===== src/hdl/kda_pkg.sv =====
`timescale 1ns / 1ps

package kda_pkg;

  // field widths
  localparam int KEY_W  = 3;
  localparam int TICK_W = 16;
  localparam int ADDR_W = 4;
  localparam int DATA_W = 32;

  // key tracking states
  typedef enum logic [1:0] {
    MODE_IDLE    = 2'd0,
    MODE_PRESSED = 2'd1,
    MODE_REPEAT  = 2'd2
  } mode_t;

  // register indexes, taken from paddr word address
  localparam logic [1:0] REG_TIMEOUT  = 2'd0;
  localparam logic [1:0] REG_INTERVAL = 2'd1;
  localparam logic [1:0] REG_SETTLE   = 2'd2;

  // register reset values
  localparam logic [TICK_W-1:0] TIMEOUT_RST  = 16'd500;
  localparam logic [TICK_W-1:0] INTERVAL_RST = 16'd100;
  localparam logic [TICK_W-1:0] SETTLE_RST   = 16'd50;

  // timing settings handed from the register block to the engine
  typedef struct packed {
    logic [TICK_W-1:0] repeat_timeout;
    logic [TICK_W-1:0] repeat_interval;
    logic [TICK_W-1:0] settle_delay;
  } cfg_t;

  // one registered poll
  typedef struct packed {
    logic [KEY_W-1:0]  keys;
    logic [TICK_W-1:0] now;
  } poll_t;

endpackage


===== src/hdl/kda_cfg_regs.sv =====
`timescale 1ns / 1ps

module kda_cfg_regs
  import kda_pkg::*;
(
  input  logic              clk,
  input  logic              rst_n,
  input  logic              psel,
  input  logic              penable,
  input  logic              pwrite,
  input  logic [ADDR_W-1:0] paddr,
  input  logic [DATA_W-1:0] pwdata,
  output logic [DATA_W-1:0] prdata,
  output logic              pready,
  output cfg_t              cfg
);

  logic [TICK_W-1:0] timeout_r, timeout_nxt;
  logic [TICK_W-1:0] interval_r, interval_nxt;
  logic [TICK_W-1:0] settle_r, settle_nxt;
  logic              wr_en;
  logic [1:0]        reg_idx;

  assign pready  = 1'b1;
  assign wr_en   = psel & penable & pwrite;
  assign reg_idx = paddr[3:2];

  // write decode, unknown index is dropped
  always_comb begin
    timeout_nxt  = timeout_r;
    interval_nxt = interval_r;
    settle_nxt   = settle_r;
    if (wr_en) begin
      unique case (reg_idx)
        REG_TIMEOUT:  timeout_nxt  = pwdata[TICK_W-1:0];
        REG_INTERVAL: interval_nxt = pwdata[TICK_W-1:0];
        REG_SETTLE:   settle_nxt   = pwdata[TICK_W-1:0];
        default: ;
      endcase
    end
  end

  always_ff @(posedge clk) begin
    if (!rst_n) begin
      timeout_r  <= TIMEOUT_RST;
      interval_r <= INTERVAL_RST;
      settle_r   <= SETTLE_RST;
    end else begin
      timeout_r  <= timeout_nxt;
      interval_r <= interval_nxt;
      settle_r   <= settle_nxt;
    end
  end

  // read mux
  always_comb begin
    prdata = '0;
    unique case (reg_idx)
      REG_TIMEOUT:  prdata = {{(DATA_W-TICK_W){1'b0}}, timeout_r};
      REG_INTERVAL: prdata = {{(DATA_W-TICK_W){1'b0}}, interval_r};
      REG_SETTLE:   prdata = {{(DATA_W-TICK_W){1'b0}}, settle_r};
      default:      prdata = '0;
    endcase
  end

  assign cfg.repeat_timeout  = timeout_r;
  assign cfg.repeat_interval = interval_r;
  assign cfg.settle_delay    = settle_r;

endmodule


===== src/hdl/kda_engine.sv =====
`timescale 1ns / 1ps

module kda_engine
  import kda_pkg::*;
(
  input  logic             clk,
  input  logic             rst_n,
  input  cfg_t             cfg,
  input  logic             poll_vld,
  input  poll_t            poll,
  output logic             poll_take,
  output logic             out_valid,
  input  logic             out_ready,
  output logic [KEY_W-1:0] out_keys,
  output logic             out_hold
);

  mode_t             mode_r, mode_nxt;
  logic [KEY_W-1:0]  last_keys_r, last_keys_nxt;
  logic [TICK_W-1:0] press_start_r, press_start_nxt;
  logic [TICK_W-1:0] lock_start_r, lock_start_nxt;
  logic [TICK_W-1:0] lock_len_r, lock_len_nxt;
  logic              out_vld_r, out_vld_nxt;
  logic [KEY_W-1:0]  out_keys_r;
  logic              out_hold_r;
  logic [TICK_W-1:0] lock_elapsed;
  logic [TICK_W-1:0] press_elapsed;
  logic              lock_busy;
  logic [KEY_W-1:0]  rep;
  logic              rep_hold;

  // a poll moves on when the result register is free or being drained
  assign poll_take = poll_vld & (~out_vld_r | out_ready);

  // wrapping elapsed times
  assign lock_elapsed  = poll.now - lock_start_r;
  assign press_elapsed = poll.now - press_start_r;
  assign lock_busy     = (lock_len_r != '0) && (lock_elapsed < lock_len_r);

  // next state and report
  always_comb begin
    mode_nxt        = mode_r;
    last_keys_nxt   = last_keys_r;
    press_start_nxt = press_start_r;
    lock_start_nxt  = lock_start_r;
    lock_len_nxt    = lock_len_r;
    rep             = '0;
    rep_hold        = 1'b0;
    if (poll_take && !lock_busy) begin
      lock_len_nxt = '0;
      unique case (mode_r)
        MODE_PRESSED, MODE_REPEAT: begin
          if (poll.keys != last_keys_r) begin
            mode_nxt       = MODE_IDLE;
            lock_start_nxt = poll.now;
            lock_len_nxt   = cfg.settle_delay;
          end else if (mode_r == MODE_REPEAT ||
                       press_elapsed >= cfg.repeat_timeout) begin
            mode_nxt       = MODE_REPEAT;
            lock_start_nxt = poll.now;
            lock_len_nxt   = cfg.repeat_interval;
            rep            = poll.keys;
            rep_hold       = 1'b1;
          end
        end
        default: begin
          if (poll.keys != '0) begin
            mode_nxt        = MODE_PRESSED;
            press_start_nxt = poll.now;
            last_keys_nxt   = poll.keys;
            rep             = poll.keys;
          end
        end
      endcase
    end
  end

  // state register
  always_ff @(posedge clk) begin
    if (!rst_n) begin
      mode_r        <= MODE_IDLE;
      last_keys_r   <= '0;
      press_start_r <= '0;
      lock_start_r  <= '0;
      lock_len_r    <= '0;
    end else begin
      mode_r        <= mode_nxt;
      last_keys_r   <= last_keys_nxt;
      press_start_r <= press_start_nxt;
      lock_start_r  <= lock_start_nxt;
      lock_len_r    <= lock_len_nxt;
    end
  end

  // result register
  always_comb begin
    out_vld_nxt = out_vld_r;
    if (poll_take) begin
      out_vld_nxt = 1'b1;
    end else if (out_ready) begin
      out_vld_nxt = 1'b0;
    end
  end

  always_ff @(posedge clk) begin
    if (!rst_n) begin
      out_vld_r <= 1'b0;
    end else begin
      out_vld_r <= out_vld_nxt;
    end
  end

  always_ff @(posedge clk) begin
    if (poll_take) begin
      out_keys_r <= rep;
      out_hold_r <= rep_hold;
    end
  end

  assign out_valid = out_vld_r;
  assign out_keys  = out_keys_r;
  assign out_hold  = out_hold_r;

endmodule


===== src/hdl/keypad_debounce_auto_repeat_core.sv =====
`timescale 1ns / 1ps
// path: an accepted poll is held in the input register, then moves on to the result register
// throughput: one poll per cycle while out_ready is high, set by the input register feeding the result register
// result register frees itself in the cycle it is drained, so in_ready only drops on a stall
// reset: synchronous, active low; clears key state, lockout and valid flags,
// timing registers return to 500 / 100 / 50 ticks
module keypad_debounce_auto_repeat_core
  import kda_pkg::*;
(
  input  logic              clk,
  input  logic              rst_n,
  input  logic              in_valid,
  output logic              in_ready,
  input  logic [KEY_W-1:0]  in_pressed_keys,
  input  logic [TICK_W-1:0] in_now_ticks,
  output logic              out_valid,
  input  logic              out_ready,
  output logic [KEY_W-1:0]  out_reported_keys,
  output logic              out_hold,
  input  logic              cfg_psel,
  input  logic              cfg_penable,
  input  logic              cfg_pwrite,
  input  logic [ADDR_W-1:0] cfg_paddr,
  input  logic [DATA_W-1:0] cfg_pwdata,
  output logic [DATA_W-1:0] cfg_prdata,
  output logic              cfg_pready
);

  cfg_t  cfg;
  poll_t poll_r;
  logic  poll_vld_r, poll_vld_nxt;
  logic  poll_take;

  // configuration registers
  kda_cfg_regs u_regs (
    .clk     (clk),
    .rst_n   (rst_n),
    .psel    (cfg_psel),
    .penable (cfg_penable),
    .pwrite  (cfg_pwrite),
    .paddr   (cfg_paddr),
    .pwdata  (cfg_pwdata),
    .prdata  (cfg_prdata),
    .pready  (cfg_pready),
    .cfg     (cfg)
  );

  // input register
  assign in_ready = ~poll_vld_r | poll_take;

  always_comb begin
    poll_vld_nxt = poll_vld_r;
    if (in_valid && in_ready) begin
      poll_vld_nxt = 1'b1;
    end else if (poll_take) begin
      poll_vld_nxt = 1'b0;
    end
  end

  always_ff @(posedge clk) begin
    if (!rst_n) begin
      poll_vld_r <= 1'b0;
    end else begin
      poll_vld_r <= poll_vld_nxt;
    end
  end

  always_ff @(posedge clk) begin
    if (in_valid && in_ready) begin
      poll_r.keys <= in_pressed_keys;
      poll_r.now  <= in_now_ticks;
    end
  end

  // key state machine and result register
  kda_engine u_engine (
    .clk       (clk),
    .rst_n     (rst_n),
    .cfg       (cfg),
    .poll_vld  (poll_vld_r),
    .poll      (poll_r),
    .poll_take (poll_take),
    .out_valid (out_valid),
    .out_ready (out_ready),
    .out_keys  (out_reported_keys),
    .out_hold  (out_hold)
  );

  // a hold report always carries a key code
  a_hold_has_code: assert property (@(posedge clk) disable iff (!rst_n)
    out_valid && out_hold |-> out_reported_keys != '0)
    else $error("hold flag with empty key code");

  // input side only stalls when the result register is blocked
  a_ready_stall: assert property (@(posedge clk) disable iff (!rst_n)
    !in_ready |-> out_valid && !out_ready)
    else $error("input stalled without output backpressure");

  // an accepted poll is held in the input register on the next cycle
  a_poll_loaded: assert property (@(posedge clk) disable iff (!rst_n)
    in_valid && in_ready |=> poll_vld_r)
    else $error("accepted poll lost");

endmodule

===== config.mk =====
export PLATFORM = sky130hd
export DESIGN_NAME = keypad_debounce_auto_repeat_core
export DESIGN_NICKNAME = d
export VERILOG_FILES = /design/src/hdl/kda_pkg.sv /design/src/hdl/kda_cfg_regs.sv /design/src/hdl/kda_engine.sv /design/src/hdl/keypad_debounce_auto_repeat_core.sv
export SDC_FILE = /design/constraint.sdc
export NUM_CORES = 1
export LEC_CHECK = 0
export BUFFER_PORTS_ARGS = -buffer_cell sky130_fd_sc_hd__buf_2
export CELL_PAD_IN_SITES_DETAIL_PLACEMENT = 1
export CELL_PAD_IN_SITES_GLOBAL_PLACEMENT = 1
export CORE_ASPECT_RATIO = 0.9
export CORE_MARGIN = 2
export CORE_UTILIZATION = 44
export CTS_CLUSTER_DIAMETER = 60
export DETAILED_ROUTE_END_ITERATION = 16
export PLACE_DENSITY = 0.82
export SETUP_SLACK_MARGIN = 0.3
export SLEW_MARGIN = 20
export SYNTH_ARGS = -nofsm -noshare
export SYNTH_HDL_FRONTEND = slang
export SYNTH_HIERARCHICAL = 1
export SYNTH_SLANG_ARGS = --single-unit

===== constraint.sdc =====
create_clock -name clk -period 4.7 [get_ports clk]
set_input_delay 1.41 -clock clk [delete_from_list [all_inputs] [get_ports clk]]
set_output_delay 1.41 -clock clk [all_outputs]
set_load 0.01 [all_outputs]

==> metrics <==
clk_skew=0.00578 ns; commonest non-fill, non-tap cell in the layout=nand2_1; Synth Warn #=6; antenna cells=0; WL/cell=18.0 um; Vias=slightly above 6k; internal power=2.25 mW; CP Data Arrival Time=4.58 ns; Post-synth EDFFs=23; post-route minimum period=4.27 ns; Max Freq=between 200 and 250 MHz; Max VDD drop=408 uV; Routed Antenna Nets=0; cell taking the most area after synthesis=dfxtp_1; Horiz. Die Dim=142 um; GRT overflow=0; Worst Tran Pin Value=around 1.1 ns; vias in the first global route=6,300; post-synthesis xor/xnor area fraction=3.50%; Initial Util=approximately 45%; placed insts=1,088; Slowest cell on crit path=edfxtp_1; Sum Neg Setup Slack=0 ns; Worst-Skew Late Latency=0.42 ns; Layout Cells excl Fill=1,128; final net count=just over 1k; Sw Pwr=between 0.9 and 1 mW; multiplexer area fraction after synthesis=12.8%; Core ar.=16,800 sq um; Area contributors post-synth=dfxtp_1 27%, mux2i_1 13%, ha_1 10%; startpoint class of the critical path=flip-flop; Net Sw Frac=28.7%; logic gate share of total power=22.6%; die height=128 um; post-synth top area share=between 20 and 30%; first-pass GRT wire length=31.6 mm; critical path required time=between 5 and 6 ns; Core Rows=45; WP buf/inv=2; total iterations of the first detailed-routing run=5; IO Pins=101; Power Density=between 300 and 400 nW/um^2; Mapped Cells=835; Compound-Gate Fraction of Synth Area=14.1%; max-cap viol count=0; Clk pin slew, worst setup/hold paths=roughly 0.05 ns; CP Capture Type=flip-flop; Max FO, Critical Path=8; Synth Area in Adders=10.9%; Worst path max stage delay=0.43 ns; CP delay by family, top=compound AO/OA/AOI/OAI gates; ys flop type=dfxtp_1; clock share of power=40.2%; sequential cell fraction of total power=37.2%; status=complete, no violations; slew margin rel.=28.0%; root buf cell=clkbuf_16; WL final=just over 20 mm; number of port buffers=between 60 and 70; post-synth cell types=62; Cell Area, Synth=roughly 7500 sq um; htree depth=4; clock sinks=126; sequential area share after synthesis=36.7%; initial antenna violation count=0; Leakage=3.58 nW; dpl hpwl=13.9 mm; DIE AREA=18,100 sq um; Final Wtd Congestion=0.799; CP Cell Sequence=ha_1 > nor2b_1 > o31a_1 > o211ai_1 > nand2_2 > a2111oi_4 > o21ai_2 > xor2_1 > ha_1 > a21o_1 > a211o_1 > nor4b_2 > o21ai_1 > o21ai_4 > a211oi_4 > buf_12 > clkbuf_16 > mux2i_1; CP most frequent cell=ha_1; final setup fails=0; Syn Area/Cell=8.98 sq um; Layout Area Growth over Synthesis=16.7%; gr usage total=22.2%; Fin. Hold Viols=0; area share of and/or/nand/nor cells after synthesis=13.9%; DR vias/cell=5.42; hold crit path type=reg2reg; pin count of the biggest net entering global routing=80; Synth Register Bits=126; Synth async-reset ratio=0%; most frequent cells in the layout=155 x nand2_1, 103 x dfxtp_1, 96 x mux2i_1, 77 x inv_1, 64 x buf_2; Slew Viols, Final=0; CTS tree=yes; DRT iter0 DRCs=233; Final period util=between 90% and 100%; Residual DRC=0; main combinational cell family by area after synthesis=compound AO/OA/AOI/OAI gates; clock buffer depth=2; CTS Buf Count=17; Crit Path Category=reg2reg; share of layout cells above drive strength 1=15.8%; unrepaired setup endpoints after global routing=no
==> power by group through the flow <==
| stage | clock network [mW] | registers (mW) | logic, mW |
|---|---|---|---|
| 3_3_place_gp | 0 | 1.19 | 0.614 |
| 3_5_place_dp | 0 | 1.20 | 0.638 |
| 2_1_floorplan | 0 | 1.19 | 0.469 |
| 5_1_grt | 1.33 | 1.18 | 0.781 |
| 4_1_cts | 1.29 | 1.17 | 0.662 |
| 6_report | 1.27 | 1.17 | 0.711 |
==> repair_timing <==
action / in CTS / in global routing
gates resized for setup: 6 / 20
gates cloned: 0 / 2
setup endpoints to repair: 51 / 57
pin swaps: 1 / 11
setup buffers: 1 / 6
hold buffers: 0 / 0
endpoints found under the hold margin: 0 / 0
==> stage by stage <==
| stage | hold slack [ns] | instance area [sq um] | power (mW) | utilization, % | setup WS [ns] |
|---|---|---|---|---|---|
| 2_1_floorplan | 0.435 | 7560 | 1.66 | - | 0.811 |
| 3_3_place_gp | 0.443 | 7950 | 1.81 | 47.4 | 0.276 |
| 3_5_place_dp | 0.455 | 7950 | 1.83 | 47.4 | 0.166 |
| 4_1_cts | 0.464 | 8560 | 3.12 | 51.0 | 0.273 |
| 5_1_grt | 0.483 | 8750 | 3.29 | 52.2 | 0.242 |
| 6_report | 0.460 | 8750 | 3.15 | 52.2 | 0.432 |
==> worst min-delay path: stages, from the launching register on <==
cell     delay (ns)
dfxtp_1        0.31
nand2_1        0.05
mux2i_1        0.05
==> cell usage after synthesis, types with 13 or more instances <==
master    number
ha_1          62
mux2i_1       96
xnor2_1       25
inv_1         78
nor2b_1       13
o21ai_0       57
nor2_1        13
buf_4         19
a21oi_1       28
nand2_1      157
dfxtp_1      103
clkbuf_1      17
edfxtp_1      23
==> state kept, by name (all words and copies together), names as in the netlist <==
register and flops:
u_regs/timeout_r 16, u_engine/lock_start_r 16, poll_r 19, u_engine/lock_len_r 16, u_engine/out_hold 1, u_engine/out_valid 1
u_regs/interval_r 16, u_engine/mode_r 2, u_engine/press_start_r 16, u_engine/last_keys_r 3, poll_vld_r 1, u_regs/settle_r 16
u_engine/out_keys 3
==> cell type report <==
type                            count  area (sq um)
Inverter                           78           293
Clock buffer                       27           547
Clock inverter                      4          23.8
Multi-Input combinational cell    598          4320
Tap cell                          211           264
Timing Repair Buffer               84           547
Sequential cell                   126          2750
Fill cell                        1924          8030
==> cells by family after synthesis <==
group / after synthesis
flops: 126
xor+xnor: 30
compound gates: 163
simple gates: 228
buf+inv: 126
mux: 96
other cells: 2
fa+ha+maj: 64
==> final timing paths <==
check                                 from                   endpoint  slack (ns)  depth (start not counted)
setup / recovery                 poll_r[2]  u_engine/lock_start_r[13]        0.43                         18
hold / removal    u_engine/lock_start_r[4]   u_engine/lock_start_r[4]        0.46                          2
setup reg to reg                 poll_r[2]  u_engine/lock_start_r[13]        0.43                         18
hold reg to reg   u_engine/lock_start_r[4]   u_engine/lock_start_r[4]        0.46                          2
==> routing by layer <==
layer	routed length (um)	global-route usage, %	share of wire (%)	vias up
met4	384	6.65	1.9	0
li1	-	-	-	2982
met5	0	0	0	-
met3	674	5.08	3.3	32
met1	9080	27.0	45	3001
met2	10200	39.2	50	98
Power figures use the tool's default switching activity.
